[config.mk]
export PLATFORM = sky130hd
export DESIGN_NAME = mavlink_frame_parser
export DESIGN_NICKNAME = d
export VERILOG_FILES = /design/src/rtl/mfp_pkg.sv /design/src/rtl/mfp_parser.sv /design/src/rtl/mfp_emitter.sv /design/src/rtl/mavlink_frame_parser.sv
export SDC_FILE = /design/constraint.sdc
export NUM_CORES = 1
export LEC_CHECK = 0
export BUFFER_PORTS_ARGS = -buffer_cell sky130_fd_sc_hd__buf_4
export CORE_ASPECT_RATIO = 0.6
export CORE_UTILIZATION = 40
export DETAILED_ROUTE_END_ITERATION = 6
export PLACE_DENSITY_LB_ADDON = 0.08
export REMOVE_ABC_BUFFERS = 1
export SLEW_MARGIN = 10
export SYNTH_ARGS = -nofsm -noshare
export SYNTH_HDL_FRONTEND = slang
export SYNTH_SLANG_ARGS = --single-unit
[constraint.sdc]
create_clock -name clk -period 27.3 [get_ports clk]
set_input_delay 4.095 -clock clk [delete_from_list [all_inputs] [get_ports clk]]
set_output_delay 4.095 -clock clk [all_outputs]
set_load 0.005 [all_outputs]
[src/rtl/mfp_pkg.sv]
`timescale 1ns / 1ps
// mfp_pkg: shared types, codes and the CRC-16/MCRF4XX byte step for the
// MAVLink frame parser. No dependencies.
package mfp_pkg;

  // Payload bytes that decoding ever reads (RAW_IMU ends at byte 25)
  localparam int DecodeBytes = 26;
  localparam int StoreIdxW   = $clog2(DecodeBytes);

  // Start bytes
  localparam logic [7:0] StartV1 = 8'hFE;
  localparam logic [7:0] StartV2 = 8'hFD;

  localparam logic [15:0] CrcSeed = 16'hFFFF;

  // Message IDs that decode
  localparam logic [23:0] MsgHeartbeat = 24'd0;
  localparam logic [23:0] MsgRawImu    = 24'd27;

  // Register reset values
  localparam logic [7:0] ExtraHeartbeatRst = 8'd50;
  localparam logic [7:0] ExtraRawImuRst    = 8'd144;

  // Configuration register indexes
  localparam logic CfgExtraHeartbeat = 1'b0;
  localparam logic CfgExtraRawImu    = 1'b1;

  // Record kinds
  localparam logic [1:0] KindHeartbeat = 2'd0;
  localparam logic [1:0] KindAccel     = 2'd1;
  localparam logic [1:0] KindGyro      = 2'd2;
  localparam logic [1:0] KindMag       = 2'd3;

  // Decoded frame handed from parser to emitter
  typedef struct packed {
    logic             vld;
    logic             is_imu;
    logic             armed;
    logic [8:0][15:0] val;   // imu: accel xyz, gyro xyz, mag xyz; hb: type, autopilot, mode
  } mfp_frame_t;

  // One result record
  typedef struct packed {
    logic [1:0]  kind;
    logic [23:0] msg_id;
    logic [15:0] x;
    logic [15:0] y;
    logic [15:0] z;
    logic        armed;
    logic        last;
  } mfp_record_t;

  // One CRC-16/MCRF4XX step over a byte
  function automatic logic [15:0] crc_step(input logic [15:0] crc, input logic [7:0] b);
    logic [7:0] t;
    t = b ^ crc[7:0];
    t = t ^ {t[3:0], 4'b0000};
    return {8'h00, crc[15:8]} ^ {t, 8'h00} ^ {5'b00000, t, 3'b000} ^ {12'h000, t[7:4]};
  endfunction

endpackage

[src/rtl/mfp_parser.sv]
`timescale 1ns / 1ps
// mfp_parser: header walk, running CRC, payload capture and frame check.
// Depends on mfp_pkg.
module mfp_parser (
  input  logic                clk,
  input  logic                rst_n,
  input  logic                accept,
  input  logic [7:0]          rx_byte,
  input  logic [7:0]          extra_hb,
  input  logic [7:0]          extra_imu,
  output logic                at_ck1,
  output mfp_pkg::mfp_frame_t frame
);

  typedef enum logic [3:0] {
    PH_START, PH_LEN, PH_INCOMP, PH_COMPAT, PH_SEQ, PH_SYS, PH_COMP,
    PH_ID0, PH_ID1, PH_ID2, PH_PAYLOAD, PH_CK0, PH_CK1
  } phase_t;

  phase_t      phase_r, phase_nxt;
  logic        v2_r, v2_nxt;
  logic [7:0]  len_r, len_nxt;
  logic [7:0]  idx_r, idx_nxt;
  logic [15:0] crc_r, crc_nxt;
  logic [7:0]  ck_lo_r, ck_lo_nxt;
  logic [23:0] id_r, id_nxt;
  logic [7:0]  store_r [mfp_pkg::DecodeBytes];

  logic [15:0] crc_in;
  logic [7:0]  extra;
  logic [15:0] crc_fin;
  logic        crc_ok;
  logic        known_id;
  logic        is_imu;
  logic [7:0]  pb [mfp_pkg::DecodeBytes];

  assign crc_in = mfp_pkg::crc_step(crc_r, rx_byte);
  assign at_ck1 = (phase_r == PH_CK1);

  // Advance the header walk
  always_comb begin
    phase_nxt = phase_r;
    v2_nxt    = v2_r;
    len_nxt   = len_r;
    idx_nxt   = idx_r;
    crc_nxt   = crc_r;
    ck_lo_nxt = ck_lo_r;
    id_nxt    = id_r;
    case (phase_r)
      PH_START: begin
        if (rx_byte == mfp_pkg::StartV1 || rx_byte == mfp_pkg::StartV2) begin
          v2_nxt    = (rx_byte == mfp_pkg::StartV2);
          crc_nxt   = mfp_pkg::CrcSeed;
          phase_nxt = PH_LEN;
        end
      end
      PH_LEN: begin
        crc_nxt   = crc_in;
        len_nxt   = rx_byte;
        phase_nxt = v2_r ? PH_INCOMP : PH_SEQ;
      end
      PH_INCOMP: begin
        // drop v2 frames with incompatibility flags set
        crc_nxt   = crc_in;
        phase_nxt = (rx_byte != 8'h00) ? PH_START : PH_COMPAT;
      end
      PH_COMPAT: begin
        crc_nxt   = crc_in;
        phase_nxt = PH_SEQ;
      end
      PH_SEQ: begin
        crc_nxt   = crc_in;
        phase_nxt = PH_SYS;
      end
      PH_SYS: begin
        crc_nxt   = crc_in;
        phase_nxt = PH_COMP;
      end
      PH_COMP: begin
        crc_nxt   = crc_in;
        phase_nxt = PH_ID0;
      end
      PH_ID0: begin
        crc_nxt = crc_in;
        id_nxt  = {16'h0000, rx_byte};
        idx_nxt = 8'h00;
        if (v2_r) begin
          phase_nxt = PH_ID1;
        end else begin
          phase_nxt = (len_r != 8'h00) ? PH_PAYLOAD : PH_CK0;
        end
      end
      PH_ID1: begin
        crc_nxt   = crc_in;
        id_nxt    = {id_r[23:16], rx_byte, id_r[7:0]};
        phase_nxt = PH_ID2;
      end
      PH_ID2: begin
        crc_nxt   = crc_in;
        id_nxt    = {rx_byte, id_r[15:0]};
        phase_nxt = (len_r != 8'h00) ? PH_PAYLOAD : PH_CK0;
      end
      PH_PAYLOAD: begin
        crc_nxt = crc_in;
        idx_nxt = idx_r + 8'd1;
        if (idx_nxt >= len_r) begin
          phase_nxt = PH_CK0;
        end
      end
      PH_CK0: begin
        ck_lo_nxt = rx_byte;
        phase_nxt = PH_CK1;
      end
      PH_CK1: begin
        phase_nxt = PH_START;
      end
      default: begin
        phase_nxt = PH_START;
      end
    endcase
  end

  // Hold parser state
  always_ff @(posedge clk) begin
    if (!rst_n) begin
      phase_r <= PH_START;
      v2_r    <= 1'b0;
      len_r   <= 8'h00;
      idx_r   <= 8'h00;
      crc_r   <= mfp_pkg::CrcSeed;
      ck_lo_r <= 8'h00;
      id_r    <= 24'h000000;
    end else if (accept) begin
      phase_r <= phase_nxt;
      v2_r    <= v2_nxt;
      len_r   <= len_nxt;
      idx_r   <= idx_nxt;
      crc_r   <= crc_nxt;
      ck_lo_r <= ck_lo_nxt;
      id_r    <= id_nxt;
    end
  end

  // Keep only the payload bytes that decoding reads; later bytes feed the CRC only
  always_ff @(posedge clk) begin
    if (accept && phase_r == PH_PAYLOAD &&
        idx_r < 8'(mfp_pkg::DecodeBytes)) begin
      store_r[idx_r[mfp_pkg::StoreIdxW-1:0]] <= rx_byte;
    end
  end

  // Bytes past the received length read as zero
  always_comb begin
    for (int i = 0; i < mfp_pkg::DecodeBytes; i++) begin
      pb[i] = (8'(i) < len_r) ? store_r[i] : 8'h00;
    end
  end

  // Fold in the per-message extra byte and compare with the received checksum
  always_comb begin
    if (id_r == mfp_pkg::MsgHeartbeat) begin
      extra = extra_hb;
    end else if (id_r == mfp_pkg::MsgRawImu) begin
      extra = extra_imu;
    end else begin
      extra = 8'h00;
    end
  end

  assign crc_fin  = mfp_pkg::crc_step(crc_r, extra);
  assign crc_ok   = ({rx_byte, ck_lo_r} == crc_fin);
  assign is_imu   = (id_r == mfp_pkg::MsgRawImu);
  assign known_id = is_imu || (id_r == mfp_pkg::MsgHeartbeat);

  // Decode the payload of a checked frame
  always_comb begin
    frame.vld    = accept && at_ck1 && crc_ok && known_id;
    frame.is_imu = is_imu;
    frame.armed  = !is_imu && pb[6][7];
    for (int k = 0; k < 9; k++) begin
      if (is_imu) begin
        frame.val[k] = {pb[9 + 2*k], pb[8 + 2*k]};
      end else if (k < 3) begin
        frame.val[k] = {8'h00, pb[4 + k]};
      end else begin
        frame.val[k] = 16'h0000;
      end
    end
  end

endmodule

[src/rtl/mfp_emitter.sv]
`timescale 1ns / 1ps
// mfp_emitter: result register for one decoded frame, sends its records in order.
// Depends on mfp_pkg.
module mfp_emitter (
  input  logic                 clk,
  input  logic                 rst_n,
  input  mfp_pkg::mfp_frame_t  frame,
  output logic                 busy,
  output logic                 out_valid,
  input  logic                 out_ready,
  output mfp_pkg::mfp_record_t rec
);

  logic             busy_r;
  logic [1:0]       idx_r;
  logic             is_imu_r;
  logic             armed_r;
  logic [8:0][15:0] val_r;

  assign busy      = busy_r;
  assign out_valid = busy_r;

  // Load a new frame, advance on each taken item
  always_ff @(posedge clk) begin
    if (!rst_n) begin
      busy_r <= 1'b0;
      idx_r  <= 2'd0;
    end else if (frame.vld) begin
      busy_r <= 1'b1;
      idx_r  <= 2'd0;
    end else if (busy_r && out_ready) begin
      if (rec.last) begin
        busy_r <= 1'b0;
      end else begin
        idx_r <= idx_r + 2'd1;
      end
    end
  end

  // Hold the decoded payload
  always_ff @(posedge clk) begin
    if (frame.vld) begin
      is_imu_r <= frame.is_imu;
      armed_r  <= frame.armed;
      val_r    <= frame.val;
    end
  end

  // Select the current record
  always_comb begin
    rec.msg_id = is_imu_r ? mfp_pkg::MsgRawImu : mfp_pkg::MsgHeartbeat;
    rec.armed  = !is_imu_r && armed_r;
    case (idx_r)
      2'd0: begin
        rec.kind = is_imu_r ? mfp_pkg::KindAccel : mfp_pkg::KindHeartbeat;
        rec.x    = val_r[0];
        rec.y    = val_r[1];
        rec.z    = val_r[2];
        rec.last = !is_imu_r;
      end
      2'd1: begin
        rec.kind = mfp_pkg::KindGyro;
        rec.x    = val_r[3];
        rec.y    = val_r[4];
        rec.z    = val_r[5];
        rec.last = 1'b0;
      end
      2'd2: begin
        rec.kind = mfp_pkg::KindMag;
        rec.x    = val_r[6];
        rec.y    = val_r[7];
        rec.z    = val_r[8];
        rec.last = 1'b1;
      end
      default: begin
        rec.kind = mfp_pkg::KindMag;
        rec.x    = val_r[6];
        rec.y    = val_r[7];
        rec.z    = val_r[8];
        rec.last = 1'b1;
      end
    endcase
  end

endmodule

[src/rtl/mavlink_frame_parser.sv]
`timescale 1ns / 1ps
// mavlink_frame_parser: top level of the MAVLink v1/v2 frame parser and decoder.
// Depends on mfp_pkg, mfp_parser and mfp_emitter.
//
//  channel  direction  payload                                  item
//  in_      slave      tdata = rx_byte                          one received byte
//  out_     master     tdata/tuser/tlast = one decoded record   one record
//  cfg_     write      cfg_addr 0 extra_heartbeat, 1 raw_imu    one register write
//
// One byte is taken per cycle while in_tready is high; the CRC step and header walk
// finish in the cycle after acceptance; a frame's records appear in the cycle after its
// last checksum byte, one per cycle while out_tready is high (1 HEARTBEAT, 3 RAW_IMU).
// Reset (rst_n low, synchronous) returns to start-byte hunting and restores the
// CRC extra bytes to 50 and 144.
// in_tready drops only while a second checksum byte waits and the previous
// frame's records are still held by a stalled output.
module mavlink_frame_parser (
  input  logic        clk,
  input  logic        rst_n,
  input  logic        in_tvalid,
  output logic        in_tready,
  input  logic [7:0]  in_tdata,   // [7:0] rx_byte
  output logic        out_tvalid,
  input  logic        out_tready,
  output logic [79:0] out_tdata,  // [23:0] message_id, [39:24] value_x, [55:40] value_y,
                                  // [71:56] value_z, [72] armed, [79:73] zero
  output logic [1:0]  out_tuser,  // [1:0] record_kind
  output logic        out_tlast,  // last_record
  input  logic        cfg_we,
  input  logic        cfg_addr,
  input  logic [7:0]  cfg_wdata
);

  logic [7:0]           extra_hb_val_r;
  logic [7:0]           extra_imu_r;
  logic                 accept;
  logic                 at_ck1;
  logic                 busy;
  mfp_pkg::mfp_frame_t  frame;
  mfp_pkg::mfp_record_t rec;

  // Configuration registers
  always_ff @(posedge clk) begin
    if (!rst_n) begin
      extra_hb_val_r <= mfp_pkg::ExtraHeartbeatRst;
      extra_imu_r    <= mfp_pkg::ExtraRawImuRst;
    end else if (cfg_we) begin
      case (cfg_addr)
        mfp_pkg::CfgExtraHeartbeat: extra_hb_val_r <= cfg_wdata;
        mfp_pkg::CfgExtraRawImu:    extra_imu_r    <= cfg_wdata;
        default: begin
          extra_imu_r <= extra_imu_r;
        end
      endcase
    end
  end

  // Stall only a frame end that would overwrite undelivered records
  assign in_tready = !(at_ck1 && busy);
  assign accept    = in_tvalid && in_tready;

  mfp_parser u_parser (
    .clk       (clk),
    .rst_n     (rst_n),
    .accept    (accept),
    .rx_byte   (in_tdata),
    .extra_hb  (extra_hb_val_r),
    .extra_imu (extra_imu_r),
    .at_ck1    (at_ck1),
    .frame     (frame)
  );

  mfp_emitter u_emitter (
    .clk       (clk),
    .rst_n     (rst_n),
    .frame     (frame),
    .busy      (busy),
    .out_valid (out_tvalid),
    .out_ready (out_tready),
    .rec       (rec)
  );

  // Pack the record onto the output bus
  assign out_tdata = {7'b0000000, rec.armed, rec.z, rec.y, rec.x, rec.msg_id};
  assign out_tuser = rec.kind;
  assign out_tlast = rec.last;

endmodule

==> results of run 1 <==
[metal layers]
layer	global-route usage [%]	vias up	wire, um
met2	26.2	223	16100
met4	3.91	2	580
li1	-	4795	-
met5	0	-	8
met1	29.7	4872	20700
met3	4.18	43	2080
[state kept, by name, summed over array words and instances (netlist names)]
register / cells
extra_hb_val_r: 8
u_parser.ck_lo_r: 8
u_parser.v2_r: 1
u_parser.crc_r: 16
extra_imu_r: 8
u_emitter.is_imu_r: 1
u_parser.len_r: 8
u_emitter.busy: 1
u_parser.idx_r: 8
u_parser.id_r: 24
u_parser.phase_r: 4
u_emitter.armed_r: 1
u_parser.store_r: 168
u_emitter.idx_r: 2
u_emitter.val_r: 144
[final timing paths]
check | startpoint | end | cells past startpoint
worst max-delay path | in_tdata[3] | u_emitter.val_r[32]$_DFFE_PP_ | 10
worst min-delay path | extra_hb_val_r[6]$_SDFFE_PN0P_ | extra_hb_val_r[6]$_SDFFE_PN0P_ | 2
worst max register to register | u_parser.id_r[8]$_SDFFE_PN0P_ | u_emitter.val_r[32]$_DFFE_PP_ | 10
worst min register to register | extra_hb_val_r[6]$_SDFFE_PN0P_ | extra_hb_val_r[6]$_SDFFE_PN0P_ | 2
[Yosys cell counts (7+ instances only)]
library cell,number,share of area [%]
and2_1,118,4.4
inv_1,16,0.36
nor2b_1,37,1.4
o21ai_0,32,0.96
clkbuf_1,52,1.2
a211oi_1,7,0.32
xor2_1,20,1.1
mux2i_1,20,1.2
a21boi_0,34,1.5
and3_1,12,0.45
buf_4,31,1.4
a22o_1,25,1.3
nand2_1,212,4.8
nor3_1,10,0.30
ha_1,15,1.1
a21oi_1,26,0.78
dfxtp_1,88,11
xnor2_1,38,2.0
edfxtp_1,314,57
nand3_1,34,1.0
or4_1,7,0.32
nor2_1,42,0.95
nor4_1,11,0.41
a22oi_1,60,2.7
[stage by stage]
| stage | setup slack [ps] | instances | util, % | power (mW) |
|---|---|---|---|---|
| global placement | 19060 | 1905 | 43.5 | 0.699 |
| global route | 19340 | 1975 | 46.5 | 1.26 |
| CTS | 19580 | 1975 | 46.5 | 1.24 |
| finish | 19630 | 1976 | 46.5 | 1.22 |
| detailed placement | 19030 | 1905 | 43.5 | 0.699 |
| floorplan | 11250 | 1252 | - | 0.682 |
[worst register-to-register path, delay by kind of cell, from the launching register on]
kind                      cells  cell delay [ps]
buffers and inverters         2             1630
and+or+nand+nor               4             1380
AOI/OAI and AO/OA             2              970
xor gates and xnor gates      2              350
DFF                           1              320
[kinds of logic (layout without fill, tap and decap cells)]
kind of cell | Yosys count | in the layout | synth area share [%]
AND/OR/NAND/NOR | 510 | 510 | 15.4
flip-flops | 402 | 402 | 67.3
AO/OA/AOI/OAI | 201 | 201 | 8.50
buffers and inverters | 105 | 179 | 3.09
XOR/XNOR | 61 | 61 | 3.35
multiplexers | 20 | 20 | 1.20
adder cells (fa/ha/maj) | 15 | 15 | 1.13
other | 1 | 28 | 0.0226
[area by class of cell]
| class | count | area, um^2 | area share (%) |
|---|---|---|---|
| Clock buffer | 47 | 1060 | 5.58 |
| Inverter | 16 | 60.1 | 0.317 |
| Clock inverter | 23 | 193 | 1.02 |
| Sequential cell | 402 | 11200 | 59.0 |
| Multi-Input combinational cell | 834 | 5050 | 26.6 |
| Tap cell | 560 | 701 | 3.70 |
| Timing Repair Buffer | 93 | 698 | 3.68 |
| Antenna cell | 1 | 2.50 | 0.0132 |
[power by group through the flow]
stage,clock (mW),combinational (mW),sequential [mW]
3_5_place_dp,0,0.0287,0.670
2_1_floorplan,0,0.0123,0.670
6_report,0.538,0.0286,0.657
3_3_place_gp,0,0.0285,0.670
4_1_cts,0.550,0.0287,0.657
5_1_grt,0.576,0.0312,0.657
==> flow_summary.toml, run 1 <==
[timing]
finalCritPeriodShare_pct = 28.1
slew_headroom_pct = 28.4
min_period_ps = 7670
hold_violations = 0
finalSetupViolations = 0
clock_skew_ps = 19.3
hold_ws_ps = 466
worst_pin_slew_ps = 1060
tns_ps = 0
fmax_ghz = 0.130
slew_viol_final = 0
rsz0062_at_grt = "no"

[floorplan]
die_h_um = 160
dieWidth_um = 265
io_pins = 107
rows = 57
design.core.area_um2 = 40700
initial_core_util_pct = 40.8
die_area_um2 = 42400

[clock_network]
clockBufferDepth = 3
htreeDepth = 2
cts_tree = "yes"
cts-hold-fix-buffers = 0
clock_latency_ps = 540
cts_made_buffers = 40
clock-sinks = 402
root_buffer = "clkbuf_16"
cts_resized = 0
cts_setup_buffers = 0
clk_pin_slew_worst_paths_ps = 60

[pwr]
p_comb_share_pct = 2.3
p_leak_nw = 6.89
intPower_mw = 0.971
clkPwrFrac_pct = 44.0
ir_drop_mv = 0.0524
p_sw_share_pct = 20.6
p_seq_share_pct = 53.7
pwr_density_cell_nw_per_um2 = 64.5
power.switching_mw = 0.253

[cells_and_area]
fillCellCount = 3680
fin_nets = 1424
finish.instance_area_um2 = 19000
layout-drive-gt1-share_pct = 12.3
final_cell_mix = "314 x edfxtp_1, 212 x nand2_1, 118 x and2_1"
area_growth_pct = 14.0
final_common_cell = "edfxtp_1"

[logic_synthesis]
synthCells = 1315
synth_flop_cell = "edfxtp_1"
ys_seq_elements = 402
syn_area_per_cell_um2 = 12.6
yosysUniqueCellTypes = 49
seq_area_frac_synth_pct = 67.3
synth_edf_count = 314
syn-cell-area_um2 = 16600
yosysWarnings = 0
synth-async-reset-ratio_pct = 0

[critical_path]
critPathTopFamily = "buffers and inverters"
r2r_slack_ps = 22170
critPathKind = "primary input to register"
slowest_stage = "buf_4"
path_cells = "buf_4 > xor2_1 > xnor2_1 > a22o_1 > nand3_1 > nor4_1 > a21bo_1 > nor3_2 > buf_4 > buf_4"
arrival_ps = 7830
critPathMaxStageDelay_ps = 860
cp.required_ps = 27460
crit_buf_inv = 3
start_kind = "primary input"
crit_path_end_kind = "register"
crit_top_cell = "buf_4"
critPathMaxFanout = 74

[global_routing]
antenna_found_initial = 1
grt_max_degree = 89
grt_pass1_wl_mm = 60.2
first_global_vias = 9795
grt_usage_pct = 18.8
grt_overflow = 0

[drt]
drtPass1Iterations = 6
drt_iter0_drc = 922
antenna_left = 0
vias_per_cell = 5.03
vias = 9935
drt_wl_total_mm = 39.5
drc_errors = 0
wl_per_cell_um = 20.0

[placed_design]
io_buffers = 79
dp_hpwl_mm = 24.0
place_congestion = 0.817
place_area_um2 = 17700

[status]
outcome = "finished clean"

[flow_run]
drv_cap = 0

[min_path]
min_path_type = "register to register"
No activity file was read; power rests on OpenSTA's default activity.
==> run 2: changes to the inputs <==
==> constraint.sdc (replaced) <==
create_clock -name clk -period 7.5 [get_ports clk]
set_input_delay 1.125 -clock clk [delete_from_list [all_inputs] [get_ports clk]]
set_output_delay 1.125 -clock clk [all_outputs]
set_load 0.005 [all_outputs]
==> flow_summary.toml, run 2 (synthesis results as in run 1) <==
[placed_design]
dp_hpwl_mm = 23.6
dp.cells = 1901
io_buffers = 79
place_area_um2 = 17700
pre_cts_slack_ps = 3110
place_congestion = 0.781

[flow_run]
drv_cap = 0

[status]
outcome = "finished clean"

[floorplan]
rows = 57
design.core.area_um2 = 40700
die_h_um = 160
initial_core_util_pct = 40.8
io_pins = 107
die_area_um2 = 42400
dieWidth_um = 265

[drt]
wl_per_cell_um = 20.1
drc_errors = 0
drtPass1Iterations = 5
vias = 9952
antenna_left = 0
vias_per_cell = 5.04
drt_wl_total_mm = 39.8
drt_iter0_drc = 995

[timing]
finalCritPeriodShare_pct = 54.8
worst_pin_slew_ps = 1140
hold_violations = 0
min_period_ps = 4110
hold_ws_ps = 470
slew_headroom_pct = 23.6
fin_ws_ps = 3390
clock_skew_ps = 23.5
fmax_ghz = 0.243
rsz0062_at_grt = "no"
tns_ps = 0
slew_viol_final = 0
finalSetupViolations = 0

[critical_path]
critPathMaxFanout = 51
cp.required_ps = 6380
start_kind = "register"
crit_path_end_kind = "primary output"
r2r_slack_ps = 3410
arrival_ps = 2990
critPathKind = "register to primary output"

[pwr]
pwr_density_cell_nw_per_um2 = 236
p_leak_nw = 6.88
ir_drop_mv = 0.150

[cells_and_area]
fin_nets = 1420
largest_reg_flops = 168
final_cell_mix = "314 x edfxtp_1, 212 x nand2_1, 118 x and2_1"
fin_cells = 1975
final_common_cell = "edfxtp_1"
layout-drive-gt1-share_pct = 12.2
fillCellCount = 3655
finish.instance_area_um2 = 19000
area_growth_pct = 14.0

[global_routing]
grt_max_degree = 147
grt_pass1_wl_mm = 60.3
antenna_found_initial = 0
grt_usage_pct = 18.9
first_global_vias = 9638
grt_overflow = 0

[clock_network]
cts_resized = 0
clk_pin_slew_worst_paths_ps = 60
cts-hold-fix-buffers = 0
cts_made_buffers = 40
clockBufferDepth = 3
root_buffer = "clkbuf_16"
htreeDepth = 2
clock-sinks = 402
cts_tree = "yes"
clock_latency_ps = 540
cts_setup_buffers = 0

[min_path]
min_path_type = "register to register"
## run 2: changes by cell type in the layout (fill, tap and decap cells not counted), moves of 2 or more
| cell | previous run | this run |
|---|---|---|
| buf_4 | 93 | 88 |
| clkbuf_1 | 5 | 8 |
| clkinv_1 | 10 | 7 |
| clkinvlp_4 | 0 | 2 |
## run 2: cell type report
type | instances | area (um^2) | area share [%]
well taps | 560 | 701 | 3.70
inverters | 16 | 60.1 | 0.317
diodes | 1 | 2.50 | 0.0132
repair buffers | 89 | 681 | 3.59
multi-input cells | 834 | 5050 | 26.6
clock buffers | 51 | 1080 | 5.72
flip-flops and latches | 402 | 11200 | 59.0
clock inverters | 22 | 190 | 1.00
## run 2: stage by stage
step / power [mW] / utilization [%]
final: 4.47 / 46.6
after global placement: 2.54 / 43.4
after CTS: 4.51 / 46.6
after floorplan: 2.48 / -
after detailed placement: 2.54 / 43.4
after global routing: 4.60 / 46.6
## run 2: critical path, cell delays in order, from the launching register on
cell,delay (ps)
dfxtp_1,330
inv_1,90
ha_2,180
buf_4,360
nor2_4,440
buf_4,580
nand2_1,110
nand2_1,180
buf_4,140
## run 2: final timing paths
kind / from / to / depth (start not counted)
setup reg to reg: u_parser.id_r[8]$_SDFFE_PN0P_ / u_emitter.val_r[38]$_DFFE_PP_ / 9
hold reg to reg: u_parser.id_r[7]$_SDFFE_PN0P_ / u_parser.id_r[7]$_SDFFE_PN0P_ / 2
hold / removal: u_parser.id_r[7]$_SDFFE_PN0P_ / u_parser.id_r[7]$_SDFFE_PN0P_ / 2
setup / recovery: u_emitter.idx_r[0]$_SDFFE_PP0P_ / out_tdata[67] / 8
## run 2: metal layers
layer	part of all wire, %	up-vias	track usage, %	wire length (um)
met2	41	233	25.9	16200
met4	1.2	0	3.44	482
met5	0	-	0	0
li1	-	4790	-	-
met3	4.9	41	2.96	1940
met1	53	4888	31.1	21200
## run 2: where the power goes
group	leakage (nW)	internal [mW]	switching (mW)
logic	2.38	0.0316	0.0710
registers	3.88	2.39	0.00350
clock network	0.624	1.13	0.844
total	6.88	3.55	0.918
==> run 3: changes to the inputs <==
==> constraint.sdc (replaced) <==
create_clock -name clk -period 3.9 [get_ports clk]
set_input_delay 0.585 -clock clk [delete_from_list [all_inputs] [get_ports clk]]
set_output_delay 0.585 -clock clk [all_outputs]
set_load 0.005 [all_outputs]
==> flow_summary.toml, run 3 (synthesis results as in run 1) <==
[floorplan]
dieWidth_um = 265
die_h_um = 160
design.core.area_um2 = 40700
initial_core_util_pct = 40.8
io_pins = 107
rows = 57
die_area_um2 = 42400

[clock_network]
clock-sinks = 402
clk_pin_slew_worst_paths_ps = 60
htreeDepth = 2
cts_tree = "yes"
cts_setup_buffers = 0
cts_resized = 0
cts_made_buffers = 39
clock_latency_ps = 540
root_buffer = "clkbuf_16"
cts-hold-fix-buffers = 0
clockBufferDepth = 3

[critical_path]
start_kind = "register"
arrival_ps = 3760
critPathMaxFanout = 49
reg2reg_from = "u_parser.id_r[5]$_SDFFE_PN0P_"
r2r-end = "u_emitter.val_r[104]$_SDFFCE_PN0P_"
r2r_slack_ps = 340
reg2reg_depth = 10
crit_path_end_kind = "register"
critPathKind = "register to register"
cp.required_ps = 4100

[global_routing]
grt_usage_pct = 19.0
grt_overflow = 0
antenna_found_initial = 1
grt_max_degree = 89
grt_pass1_wl_mm = 60.2
first_global_vias = 9642

[timing]
worst_pin_slew_ps = 1050
hold_violations = 0
finalCritPeriodShare_pct = 91.3
slew_viol_final = 0
finalSetupViolations = 0
fmax_ghz = 0.281
slew_headroom_pct = 29.8
tns_ps = 0
rsz0062_at_grt = "no"
clock_skew_ps = 19.6
min_period_ps = 3560

[min_path]
whs_endpoint = "extra_imu_r[4]$_SDFFE_PN1P_"
min-delay-start = "cfg_wdata[4]"
min_path_cells = 3
min_path_type = "primary input to register"

[cells_and_area]
final_common_cell = "edfxtp_1"
layout-drive-gt1-share_pct = 13.7
largest_reg_flops = 168
final_cell_mix = "314 x edfxtp_1, 212 x nand2_1, 118 x and2_1"
post-route-util_pct = 47.0
fillCellCount = 3702
seqCellArea_um2 = 11200
fin_nets = 1451
area_growth_pct = 15.1
n_antenna_cell = 0
multi_input_comb_area_um2 = 5040

[pwr]
pwr_density_cell_nw_per_um2 = 438
ir_drop_mv = 0.276
power_mw = 8.37
p_leak_nw = 7.01

[placed_design]
dp_hpwl_mm = 25.7
io_buffers = 79
place_congestion = 0.838

[drt]
drt_wl_total_mm = 40.2
vias_per_cell = 5.05
drtPass1Iterations = 5
wl_per_cell_um = 20.1
drc_errors = 0
vias = 10100
drt_iter0_drc = 779
antenna_left = 0

[flow_run]
drv_cap = 0

[status]
outcome = "finished clean"
[run 3: final cells by class]
cell class	count	area share (%)
inverters	16	0.314
multi-input cells	834	26.4
clock buffers	51	5.50
flip-flops and latches	402	58.5
repair buffers	121	5.01
clock inverters	18	0.661
well taps	560	3.66
[run 3: per-layer routing]
layer	up-vias	share of wire, %	global-route usage, %
li1	4858	-	-
met1	4995	52	30.3
met2	240	42	27.0
met3	27	5.5	3.39
met4	0	0.70	3.10
met5	-	0	0
[run 3: how the worst max path moves through the flow]
stage / endpoint / slack [ps] / depth (start not counted) / startpoint
floorplan: u_emitter.armed_r$_DFFE_PP_ / -8980 / 8 / u_parser.id_r[8]$_SDFFE_PN0P_
global placement: u_emitter.val_r[105]$_SDFFCE_PN0P_ / 390 / 10 / u_parser.id_r[8]$_SDFFE_PN0P_
detailed placement: u_emitter.val_r[29]$_SDFFCE_PN0P_ / 360 / 10 / u_parser.id_r[0]$_SDFFE_PN0P_
CTS: u_emitter.val_r[8]$_SDFFCE_PN0P_ / 340 / 10 / u_parser.id_r[0]$_SDFFE_PN0P_
global route: u_emitter.val_r[104]$_SDFFCE_PN0P_ / 90 / 10 / u_parser.id_r[5]$_SDFFE_PN0P_
finish: u_emitter.val_r[104]$_SDFFCE_PN0P_ / 340 / 10 / u_parser.id_r[5]$_SDFFE_PN0P_
[run 3: critical path, stage by stage, from the launching register on]
cell and delay, ps:
dfxtp_1 310, nor4_1 350, nand3_2 300, a211oi_2 410
xor2_2 220, xnor2_1 140, or4_1 510, a21bo_1 220
nor3_2 270, buf_12 200, buf_12 260
[run 3: stage by stage]
stage                     hold WS, ps  instance area [um^2]  setup slack [ps]  instances
after floorplan                   438                 16300             -8980       1252
after detailed placement          465                 18000               361       1933
after global placement            459                 18000               388       1933
after CTS                         247                 19100               344       2002
after global routing              268                 19100              93.6       2002
final                             272                 19100               340       2002
[run 3: where the power goes]
group / internal [mW] / switching (mW)
logic: 0.0659 / 0.141
registers: 4.59 / 0.00669
clock network: 1.98 / 1.59
total: 6.63 / 1.74
